<file path="config.mk">
export PLATFORM = sky130hd
export DESIGN_NAME = baby_cpu_step
export DESIGN_NICKNAME = d
export VERILOG_FILES = /design/src/hw/rtl/bcs_pkg.sv /design/src/hw/rtl/bcs_alu.sv /design/src/hw/rtl/baby_cpu_step.sv
export SDC_FILE = /design/constraint.sdc
export NUM_CORES = 2
export LEC_CHECK = 0
export CAP_MARGIN = 10
export CORE_ASPECT_RATIO = 0.75
export CORE_MARGIN = 4
export CORE_UTILIZATION = 39
export DETAILED_ROUTE_END_ITERATION = 7
export DONT_BUFFER_PORTS = 1
export SLEW_MARGIN = 20
export SYNTH_ARGS = -nofsm -noshare
export SYNTH_HDL_FRONTEND = slang
export SYNTH_SLANG_ARGS = --single-unit
</file>
<file path="constraint.sdc">
create_clock -name clk_i -period 9.2 [get_ports clk_i]
set_input_delay 2.3 -clock clk_i [delete_from_list [all_inputs] [get_ports clk_i]]
set_output_delay 2.3 -clock clk_i [all_outputs]
set_load 0.03 [all_outputs]
</file>
<file path="src/hw/rtl/bcs_pkg.sv">
// Package for the baby_cpu_step core: state, opcode, function and ALU codes,
// the field layout constants and the small decode helpers.
// Used by bcs_alu, baby_cpu_step and the bench; depends on nothing.
package bcs_pkg;

  localparam int unsigned OpShift = 13;
  localparam logic [2:0] OpMaskStd = 3'h7;
  localparam logic [3:0] OpMaskExt = 4'hF;
  localparam logic [5:0] AddrMaskStd = 6'h1F;
  localparam logic [5:0] AddrMaskExt = 6'h3F;
  localparam int unsigned InWidth = 40;
  localparam int unsigned OutWidth = 136;

  typedef enum logic [1:0] {
    FN_STEP  = 2'd0,
    FN_WRITE = 2'd1,
    FN_READ  = 2'd2,
    FN_NONE  = 2'd3
  } func_e;

  typedef enum logic [3:0] {
    OP_JMP  = 4'd0,
    OP_JRP  = 4'd1,
    OP_LDN  = 4'd2,
    OP_STO  = 4'd3,
    OP_SUB  = 4'd4,
    OP_SUB2 = 4'd5,
    OP_CMP  = 4'd6,
    OP_STP  = 4'd7,
    OP_ADD  = 4'd8,
    OP_MUL  = 4'd9,
    OP_LDI  = 4'd10,
    OP_NIN  = 4'd11,
    OP_LDX  = 4'd12,
    OP_SBX  = 4'd13,
    OP_NOP0 = 4'd14,
    OP_NOP1 = 4'd15
  } op_e;

  typedef enum logic [2:0] {
    ST_IDLE,
    ST_FETCH,
    ST_DECODE,
    ST_EXEC,
    ST_INDIRECT,
    ST_READ,
    ST_RESP
  } state_e;

  typedef enum logic [1:0] {
    ALU_ADD,
    ALU_SUB,
    ALU_MUL
  } alu_op_e;

  typedef struct packed {
    alu_op_e     op;
    logic [31:0] a;
    logic [31:0] b;
  } alu_req_t;

  function automatic logic [5:0] addr_mask(input logic ext);
    return ext ? AddrMaskExt : AddrMaskStd;
  endfunction

  function automatic op_e decode_op(input logic [31:0] word, input logic ext);
    logic [3:0] code;
    code = ext ? (word[OpShift +: 4] & OpMaskExt) : {1'b0, word[OpShift +: 3] & OpMaskStd};
    return op_e'(code);
  endfunction

  function automatic logic [5:0] operand_of(input logic [31:0] word, input logic ext);
    return word[5:0] & addr_mask(ext);
  endfunction

endpackage

</file>
<file path="src/hw/rtl/bcs_alu.sv">
// Shared arithmetic unit of the baby_cpu_step core: add, subtract and the
// low 32 bits of a multiply. Combinational; the caller registers the result.
// Depends on bcs_pkg.
module bcs_alu (
  input  bcs_pkg::alu_req_t req_i,
  output logic [31:0]       res_o
);
  import bcs_pkg::*;

  always_comb begin
    case (req_i.op)
      ALU_ADD: res_o = req_i.a + req_i.b;
      ALU_SUB: res_o = req_i.a - req_i.b;
      ALU_MUL: res_o = req_i.a * req_i.b;
      default: res_o = req_i.a + req_i.b;
    endcase
  end

endmodule

</file>
<file path="src/hw/rtl/baby_cpu_step.sv">
// Small-scale experimental machine core: one item steps, writes or reads the store.
// A step passes fetch, decode, execute and, for a negative indirect load, indirect states;
// a read passes a read state; halted steps, writes and unused codes go straight to response.
// One item is in work at a time; the next word is taken once the result is loaded.
// Reset clears all but the store, rdata_q and m_data_q; the store reads as zero through per-line valid bits.
// Depends on bcs_pkg and bcs_alu.
module baby_cpu_step #(
  parameter int unsigned STORE_LINES = 64
) (
  input  logic                            clk_i,
  input  logic                            rst_ni,
  input  logic                            cfg_we_i,
  input  logic                            cfg_wdata_i,
  input  logic                            s_axis_tvalid_i,
  output logic                            s_axis_tready_o,
  // Fields from bit 0: func[1:0], word_address[7:2], write_word[39:8].
  input  logic [bcs_pkg::InWidth-1:0]     s_axis_tdata_i,
  output logic                            m_axis_tvalid_o,
  input  logic                            m_axis_tready_i,
  // Fields from bit 0: instr_counter[31:0], present_instr[63:32], accum[95:64],
  // index_value[101:96], halted[102], read_word[134:103], zero pad[135].
  output logic [bcs_pkg::OutWidth-1:0]    m_axis_tdata_o
);
  import bcs_pkg::*;

  localparam int unsigned AW = $clog2(STORE_LINES);

  function automatic logic [AW-1:0] line_of(input logic [5:0] v);
    logic [6:0] t;
    t = {1'b0, v};
    if (t >= 7'(STORE_LINES)) begin
      t = t - 7'(STORE_LINES);
    end
    return t[AW-1:0];
  endfunction

  state_e state_q, state_d;
  logic        ext_q;
  logic [31:0] ci_q, ci_d;
  logic [31:0] pi_q, pi_d;
  logic [31:0] acc_q, acc_d;
  logic [5:0]  x_q, x_d;
  logic        halt_q, halt_d;
  logic [31:0] rword_q, rword_d;
  logic        m_valid_q, m_valid_d;
  logic [OutWidth-1:0] m_data_q, m_data_d;

  logic [31:0] mem [STORE_LINES];
  logic [STORE_LINES-1:0] vld_q;
  logic [31:0] rdata_q;
  logic        rvalid_q;
  logic [AW-1:0] raddr, waddr;
  logic        mem_we;
  logic [31:0] wdata;
  logic [31:0] s_word;

  alu_req_t    alu_req;
  logic [31:0] alu_res;

  logic        in_fire;
  func_e       in_func;
  logic [5:0]  in_addr;
  logic [31:0] in_word;
  op_e         dec_op, exe_op;
  logic [5:0]  dec_operand, exe_operand;
  logic        out_free;

  bcs_alu u_alu (
    .req_i (alu_req),
    .res_o (alu_res)
  );

  assign in_func = func_e'(s_axis_tdata_i[1:0]);
  assign in_addr = s_axis_tdata_i[7:2];
  assign in_word = s_axis_tdata_i[39:8];
  assign s_axis_tready_o = (state_q == ST_IDLE);
  assign in_fire = s_axis_tvalid_i && s_axis_tready_o;
  assign out_free = !m_valid_q || m_axis_tready_i;
  assign m_axis_tvalid_o = m_valid_q;
  assign m_axis_tdata_o = m_data_q;

  assign s_word = rvalid_q ? rdata_q : 32'd0;
  assign dec_op = decode_op(s_word, ext_q);
  assign dec_operand = operand_of(s_word, ext_q);
  assign exe_op = decode_op(pi_q, ext_q);
  assign exe_operand = operand_of(pi_q, ext_q);

  always_comb begin
    state_d = state_q;
    case (state_q)
      ST_IDLE: begin
        if (in_fire) begin
          case (in_func)
            FN_STEP:  state_d = halt_q ? ST_RESP : ST_FETCH;
            FN_READ:  state_d = ST_READ;
            default:  state_d = ST_RESP;
          endcase
        end
      end
      ST_FETCH:    state_d = ST_DECODE;
      ST_DECODE:   state_d = ST_EXEC;
      ST_EXEC:     state_d = (exe_op == OP_NIN) ? ST_INDIRECT : ST_RESP;
      ST_INDIRECT: state_d = ST_RESP;
      ST_READ:     state_d = ST_RESP;
      ST_RESP:     state_d = out_free ? ST_IDLE : ST_RESP;
      default:     state_d = ST_IDLE;
    endcase
  end

  always_comb begin
    alu_req.op = ALU_ADD;
    alu_req.a = ci_q;
    alu_req.b = 32'd1;
    case (state_q)
      ST_EXEC: begin
        case (exe_op)
          OP_JRP: alu_req.b = s_word;
          OP_LDN: begin
            alu_req.op = ALU_SUB;
            alu_req.a = 32'd0;
            alu_req.b = s_word;
          end
          OP_SUB, OP_SUB2, OP_SBX: begin
            alu_req.op = ALU_SUB;
            alu_req.a = acc_q;
            alu_req.b = s_word;
          end
          OP_ADD: begin
            alu_req.a = acc_q;
            alu_req.b = s_word;
          end
          OP_MUL: begin
            alu_req.op = ALU_MUL;
            alu_req.a = acc_q;
            alu_req.b = s_word;
          end
          default: ;
        endcase
      end
      ST_INDIRECT: begin
        alu_req.op = ALU_SUB;
        alu_req.a = 32'd0;
        alu_req.b = s_word;
      end
      default: ;
    endcase
  end

  always_comb begin
    ci_d = ci_q;
    pi_d = pi_q;
    acc_d = acc_q;
    x_d = x_q;
    halt_d = halt_q;
    rword_d = rword_q;
    raddr = '0;
    waddr = line_of(in_addr & addr_mask(ext_q));
    wdata = in_word;
    mem_we = 1'b0;
    m_valid_d = m_valid_q && !m_axis_tready_i;
    m_data_d = m_data_q;
    case (state_q)
      ST_IDLE: begin
        if (in_fire) begin
          rword_d = 32'd0;
          raddr = line_of(in_addr & addr_mask(ext_q));
          if (in_func == FN_STEP && !halt_q) begin
            ci_d = alu_res;
          end
          if (in_func == FN_WRITE) begin
            mem_we = 1'b1;
          end
        end
      end
      ST_FETCH: begin
        raddr = line_of(ci_q[5:0] & addr_mask(ext_q));
      end
      ST_DECODE: begin
        pi_d = s_word;
        if (dec_op == OP_SBX) begin
          raddr = line_of((dec_operand + x_q) & addr_mask(ext_q));
        end else begin
          raddr = line_of(dec_operand);
        end
      end
      ST_EXEC: begin
        case (exe_op)
          OP_JMP: ci_d = s_word;
          OP_JRP: ci_d = alu_res;
          OP_LDN: acc_d = alu_res;
          OP_STO: begin
            mem_we = 1'b1;
            waddr = line_of(exe_operand);
            wdata = acc_q;
          end
          OP_SUB, OP_SUB2, OP_SBX: acc_d = alu_res;
          OP_CMP: begin
            if (acc_q[31]) begin
              ci_d = alu_res;
            end
          end
          OP_STP: halt_d = 1'b1;
          OP_ADD: acc_d = alu_res;
          OP_MUL: acc_d = alu_res;
          OP_LDI: acc_d = {26'd0, exe_operand};
          OP_NIN: raddr = line_of(s_word[5:0] & addr_mask(ext_q));
          OP_LDX: x_d = exe_operand;
          default: ;
        endcase
      end
      ST_INDIRECT: begin
        acc_d = alu_res;
      end
      ST_READ: begin
        rword_d = s_word;
      end
      ST_RESP: begin
        if (out_free) begin
          m_valid_d = 1'b1;
          m_data_d = {1'b0, rword_q, halt_q, x_q, acc_q, pi_q, ci_q};
        end
      end
      default: ;
    endcase
  end

  always_ff @(posedge clk_i or negedge rst_ni) begin
    if (!rst_ni) begin
      state_q <= ST_IDLE;
      ext_q <= 1'b0;
      ci_q <= '0;
      pi_q <= '0;
      acc_q <= '0;
      x_q <= '0;
      halt_q <= 1'b0;
      rword_q <= '0;
      m_valid_q <= 1'b0;
      vld_q <= '0;
      rvalid_q <= 1'b0;
    end else begin
      state_q <= state_d;
      if (cfg_we_i) begin
        ext_q <= cfg_wdata_i;
      end
      ci_q <= ci_d;
      pi_q <= pi_d;
      acc_q <= acc_d;
      x_q <= x_d;
      halt_q <= halt_d;
      rword_q <= rword_d;
      m_valid_q <= m_valid_d;
      if (mem_we) begin
        vld_q[waddr] <= 1'b1;
      end
      rvalid_q <= vld_q[raddr];
    end
  end

  always_ff @(posedge clk_i) begin
    m_data_q <= m_data_d;
  end

  always_ff @(posedge clk_i) begin
    if (mem_we) begin
      mem[waddr] <= wdata;
    end
    rdata_q <= mem[raddr];
  end

endmodule

</file>
* Word-level counts from Yosys, hierarchy flattened
Memory sizes are Yosys's and may differ from the RTL's. A register that Yosys moved wholly into a read port is not among the register bits. Cells that the tools add are included.
Operators by class: magnitude comparators 3, multipliers 1, bitwise logic cells 6, reduce and logical (&&, ||, !) cells 25, equal/unequal tests 29, muxes and demuxes 44, add/subtract/negate cells 3
Operators by type and width (count):
- case mux 32 bit (2 select lines) | 6
- 2-to-1 mux 32 bit | 8
- case mux 66 bit (2 select lines) | 1
- case mux 32 bit (3 select lines) | 1
- bitwise OR 64 bit | 1
- 2-to-1 mux 6 bit | 6
- adder 32 bit | 1
- multiplier 32 x 32 -> 32 bit | 1
- subtractor 32 bit | 1
- AND 6 bit | 5
- equality test 4 bit, second input constant | 7
- case mux 6 bit (4 select lines) | 1
- case mux 3 bit (6 select lines) | 1
- equality test 4 x 3 -> 1 bit, second input constant | 4
- less-than comparator 6 x 7 -> 1 bit, second input constant | 2
- AND reduction 2 bit | 5
- equality test 3 bit, second input constant | 3
- 2-to-1 mux 1 bit | 9
- 2-to-1 mux 3 bit | 3
- equality test 4 x 2 -> 1 bit, second input constant | 2
- 2-to-1 mux 4 bit | 2
- OR reduction 7 bit | 1
- adder 6 bit | 1
- binary-select mux 1 bit (select 6 bit) | 1
- other kinds (27) | 38
Storage, ports and cells: register bits 340, output and inout bits 138, input bits 46, memories 1, bits in writable memories 2048
Memory list:
- mem | depth 64, bits a word 32, read ports 1, clocked after memory_dff 1, wr ports 1, line baby_cpu_step.sv:48 | logic [31:0] mem [STORE_LINES];

* Longest topological paths before layout
word-level depth 10, mapped depth 36, depth with buffers taken out 32

* Hierarchy
Synthesis repeated with hierarchy kept, for this count alone.
Second synthesis, totals: cells, all modules 8969, area, all modules 113212.3 µm²
Modules (own cells, without submodules):
- baby_cpu_step | instances 1, cells each 6850, area each 94824.7 µm²
- bcs_alu | instances 1, cells each 2119, area each 18387.6 µm²

* Least setup slack after synthesis
Ideal clock, no wire load.
path kind input -> register, from input port m_axis_tready_i, to register m_data_q[0] (netlist: m_axis_tdata_o[0]), enable pin, cell stages on the path 2, path buffers 0, data arrival time 8.380 ns, path slack 0.175 ns, setup time 0.646 ns, cell sequence nand2b_1 nor2b_1
Between the ends: longest elaborated chain between the ends 2
RTL lines:
- start: declaration | line baby_cpu_step.sv:19 | input logic m_axis_tready_i,
- logical OR 1 bit | line baby_cpu_step.sv:78 | assign out_free = !m_valid_q || m_axis_tready_i;
- AND reduction 2 bit (no line)
- end signal: assignment | line baby_cpu_step.sv:260 | m_data_q <= m_data_d;
- end: declaration | line baby_cpu_step.sv:46 | logic [OutWidth-1:0] m_data_q, m_data_d;
No other way between the ends. A chain may end at the register's enable or synchronous reset.

* Worst setup path in the final report
from register pi_q[13], to register acc_q[31]
Between the ends: longest elaborated chain between the ends 9, elaborated cells on any way between the ends 27
RTL lines:
- start: declaration | line baby_cpu_step.sv:40 | logic [31:0] pi_q, pi_d;
- start signal: assignment | line baby_cpu_step.sv:246 | pi_q <= pi_d;
- 2-to-1 mux 4 bit * | line bcs_pkg.sv:68 | code = ext ? (word[OpShift +: 4] & OpMaskExt) : {1'b0, word[OpShift +: 3] & OpMaskStd};
- equality test 4 bit (tied with other cells) | line baby_cpu_step.sv:116, baby_cpu_step.sv:187
- OR reduction 5 bit (no line) (tied with other cells)
- case mux 32 bit (2 select lines) (tied with other cells) | line baby_cpu_step.sv:116 | case (exe_op)
- case mux 66 bit (2 select lines) | line baby_cpu_step.sv:114 | case (state_q)
- multiplier 32 x 32 -> 32 bit (tied with other cells) | line bcs_alu.sv:14 | ALU_MUL: res_o = req_i.a * req_i.b;
- case mux 32 bit (2 select lines) | line bcs_alu.sv:11 | case (req_i.op)
- case mux 32 bit (2 select lines) | line baby_cpu_step.sv:187 | case (exe_op)
- case mux 32 bit (2 select lines) | line baby_cpu_step.sv:162 | case (state_q)
- end signal: assignment | line baby_cpu_step.sv:233 | acc_q <= '0;
- end signal: assignment | line baby_cpu_step.sv:247 | acc_q <= acc_d;
- end: declaration | line baby_cpu_step.sv:41 | logic [31:0] acc_q, acc_d;
Mark *: on every way between the ends. The rest lies on a longest branch, timed or not.

==> impl_metrics.toml <==
[pwr]
peakVddDrop_mv = 0.177
power_frac_comb_pct = 34.5
seqPwrFrac_pct = 39.0
p_leak_nw = 43.9
internal_power_mw = 21.3
p_sw_mw = 13.8
powerDensity_nw_per_um2 = 276
switching_share_pct = 39.2
clock_power_share_pct = 26.5

[timing]
post-route-period-util_pct = 97.5
clock.fmax_ghz = 0.111
hold_ws_ns = 0.442
skew_ns = 0.0572
setup_tns_ns = 0
fin_crit_ns = 8.97
setup_viol = 0
drv_slew = 0
rsz0062_at_grt = "false"
relSlewSlack_pct = 15.7
hold_viol_final = 0
tightest_slew_ns = 1.26

[cts]
h-tree-depth = 4
cts_tree = "yes"
cts_buffers = 232
cts_buffer_depth = 4
cts_root_buf = "clkbuf_16"
clock_latency_ns = 0.90
cts_sinks = 2420
clkSlewWorstSetupHoldPaths_ns = 0.06

[global_route]
track_usage_pct = 24.3
antenna_found_initial = 34
grt_pass1_wl_mm = 530
first_global_vias = 71600
grt_max_degree = 206
grt_overflow = 0

[logic_synthesis]
yosysWarnings = 0
synthTopCellsByArea = "edfxtp_1, fa_1, a211oi_1"
synth_nets = 9553
synth_common_cells = "edfxtp_1, nand2_1, a211oi_1"
yosys_most_used_dff = "edfxtp_1"
avgSynthCellArea_sq_um = 12.7
yosysSeqAreaShare_pct = 62.9
ys_async_sr_fraction_pct = 8.47
synth_seq_cells = 2420
syn_inst = 8936
synth_top_area_cell = "edfxtp_1"
synth.most_common_cell = "edfxtp_1"
yosysTopAreaCellShare_pct = 57.8
synth-edff-count = 2183
ys_types = 88
syn-cell-area_sq_um = 113000

[layout]
nets = 9546
area.growth.synth_to_final_pct = 12.0
fin_util_pct = 43.9
num-fill-cells = 26100
multi_input_area_sq_um = 38800
regArea_sq_um = 71300
drive_gt1_share_pct = 9.99

[critical_path]
rrSetupSlack_ns = 0.23
reg2reg_depth = 28
worst_path_most_repeated_cell = "fa_1"
cp-start-kind = "register"
critPathTopFamily = "adder cells"
critPathMaxStageDelay_ns = 0.63
worstPathMaxFanout = 12
worstPathArrival_ns = 9.69
worst-setup-path-type = "register to register"
cp_slowest_cell = "fa_1"
worst-path-buf-inv = 4
regToRegStartpoint = "pi_q[13]"
end_kind = "register"
cp_data_required_time_ns = 9.92
timing.rr.end = "acc_q[31]"

[routing]
wl_met2_mm = 161
detail-route-antenna-nets = 0
wl_met3_mm = 39.4
routed_wl_mm = 372
wire_per_inst_um = 28.6
drc = 11
vias = 75100
highest_layer = "met5"
drt_iter0_drc = 9361
dr.pass1.iters = 8
wl_met1_mm = 162
via_per_inst = 5.76

[die]
die_w_um = 631
pin_count = 184
rows = 171
dieArea_sq_um = 300000
die_height_um = 475
core_area_sq_um = 289000
start_util_pct = 39.2

[flow_run]
cap_violations = 0

[worst_hold_path]
holdPathEnd = "m_axis_tdata_o[105]"
min-delay-start = "rword_q[2]"
whs_path_depth = 0
min_path_type = "register to register"

[placed_design]
gp_congestion = 1.02
place_hpwl_mm = 232
io_buffers = 0

[outcome]
status = "finished, violations left"
violations = "DRC"
## area by class of cell
class | instances | share of cell area (%)
sequential | 2420 | 56.2
multi-input combinational | 5492 | 30.5
clock buffer | 308 | 4.93
tap | 3892 | 3.83
timing repair buffer | 353 | 2.49
inverter | 430 | 1.28
clock inverter | 108 | 0.733
antenna | 25 | 0.0493
## power by group through the flow
| stage | sequential, mW | clock, mW | combinational, mW |
|---|---|---|---|
| detailed placement | 13.9 | 0 | 11.7 |
| CTS | 13.7 | 9.45 | 11.8 |
| finish | 13.7 | 9.30 | 12.1 |
| global placement | 13.9 | 0 | 11.7 |
| floorplan | 13.5 | 0 | 6.82 |
| global route | 13.7 | 9.94 | 12.9 |
## worst max-delay path by stage
stage	from	endpoint	cells after the start
after floorplan	m_axis_tready_i	m_axis_tdata_o[0]	2
after detailed placement	pi_q[14]	acc_q[31]	34
final	pi_q[13]	acc_q[31]	28
after CTS	pi_q[14]	acc_q[31]	33
after global placement	pi_q[14]	acc_q[31]	33
after global routing	pi_q[13]	acc_q[31]	31
## cell usage in the layout, fill, tap and decap left out, types with 28 or more instances in the layout
cell | Yosys | final
a21o_1 | 42 | 42
edfxtp_1 | 2183 | 2183
nor2_4 | 1 | 65
buf_4 | 7 | 311
dfrtp_1 | 205 | 203
clkbuf_1 | 466 | 63
a21oi_1 | 362 | 358
ha_1 | 161 | 161
clkinv_1 | 15 | 48
or2_2 | 61 | 61
and2_1 | 448 | 448
a31oi_1 | 279 | 279
xnor2_1 | 109 | 109
and2_0 | 88 | 88
inv_1 | 413 | 412
nor2_1 | 505 | 441
xor2_1 | 28 | 28
mux2_2 | 41 | 41
a311oi_1 | 266 | 266
clkinv_2 | 0 | 36
a211oi_1 | 761 | 748
clkbuf_16 | 0 | 236
fa_1 | 410 | 410
o21ai_0 | 168 | 166
nand2_1 | 1453 | 1453
dfxtp_1 | 32 | 32
buf_12 | 0 | 41
## stage by stage
stage	power (mW)	setup slack (ns)	instances	cell area (sq um)
floorplan	20.3	0.175	8936	113000
global placement	25.5	0.379	12600	120000
detailed placement	25.6	0.274	12600	120000
CTS	34.9	0.238	13000	127000
global route	36.6	0.00528	13000	127000
finish	35.1	0.231	13000	127000
## worst register-to-register path, delay by kind of cell, from the launching register on
kind,cells,cell delay (ns)
buffers and inverters,4,0.68
AOI/OAI and AO/OA,9,2.00
xor gates and xnor gates,1,0.14
adders and majority gates,9,4.43
and+or+nand+nor,5,1.12
DFF,1,0.47
## logic make-up (layout without fill, tap and decap cells)
family	count (synthesis)	after routing	share of synthesized area (%)
muxes	50	50	0.491
adders and majority gates	571	571	9.01
and+or+nand+nor	2718	2719	10.7
xor gates and xnor gates	138	138	1.08
AOI/OAI and AO/OA	2013	2013	12.3
other	1	26	0.00331
buffers and inverters	1025	1199	3.52
DFF	2420	2420	62.9
## sequential cells by signal (all words and copies together) (netlist names), 3 cells and up
register	flops
ci_q	32
rdata_q	32
pi_q	32
acc_q	32
m_axis_tdata_o	135
rword_q	32
mem	2048
state_q	3
vld_q	64
x_q	6
## routing by layer
layer | global-route usage (%) | up-vias
met5 | 0 | -
met4 | 6.03 | 4
met3 | 6.23 | 526
met2 | 36.2 | 3516
met1 | 35.5 | 38500
li1 | - | 32500
## repair_timing
item / in CTS / in global routing
hold buffers: 0 / 0
buffers inserted: 0 / 9
resized for setup: 0 / 9
setup endpoints to repair: 0 / 4
No activity file was read; power rests on OpenSTA's default activity.
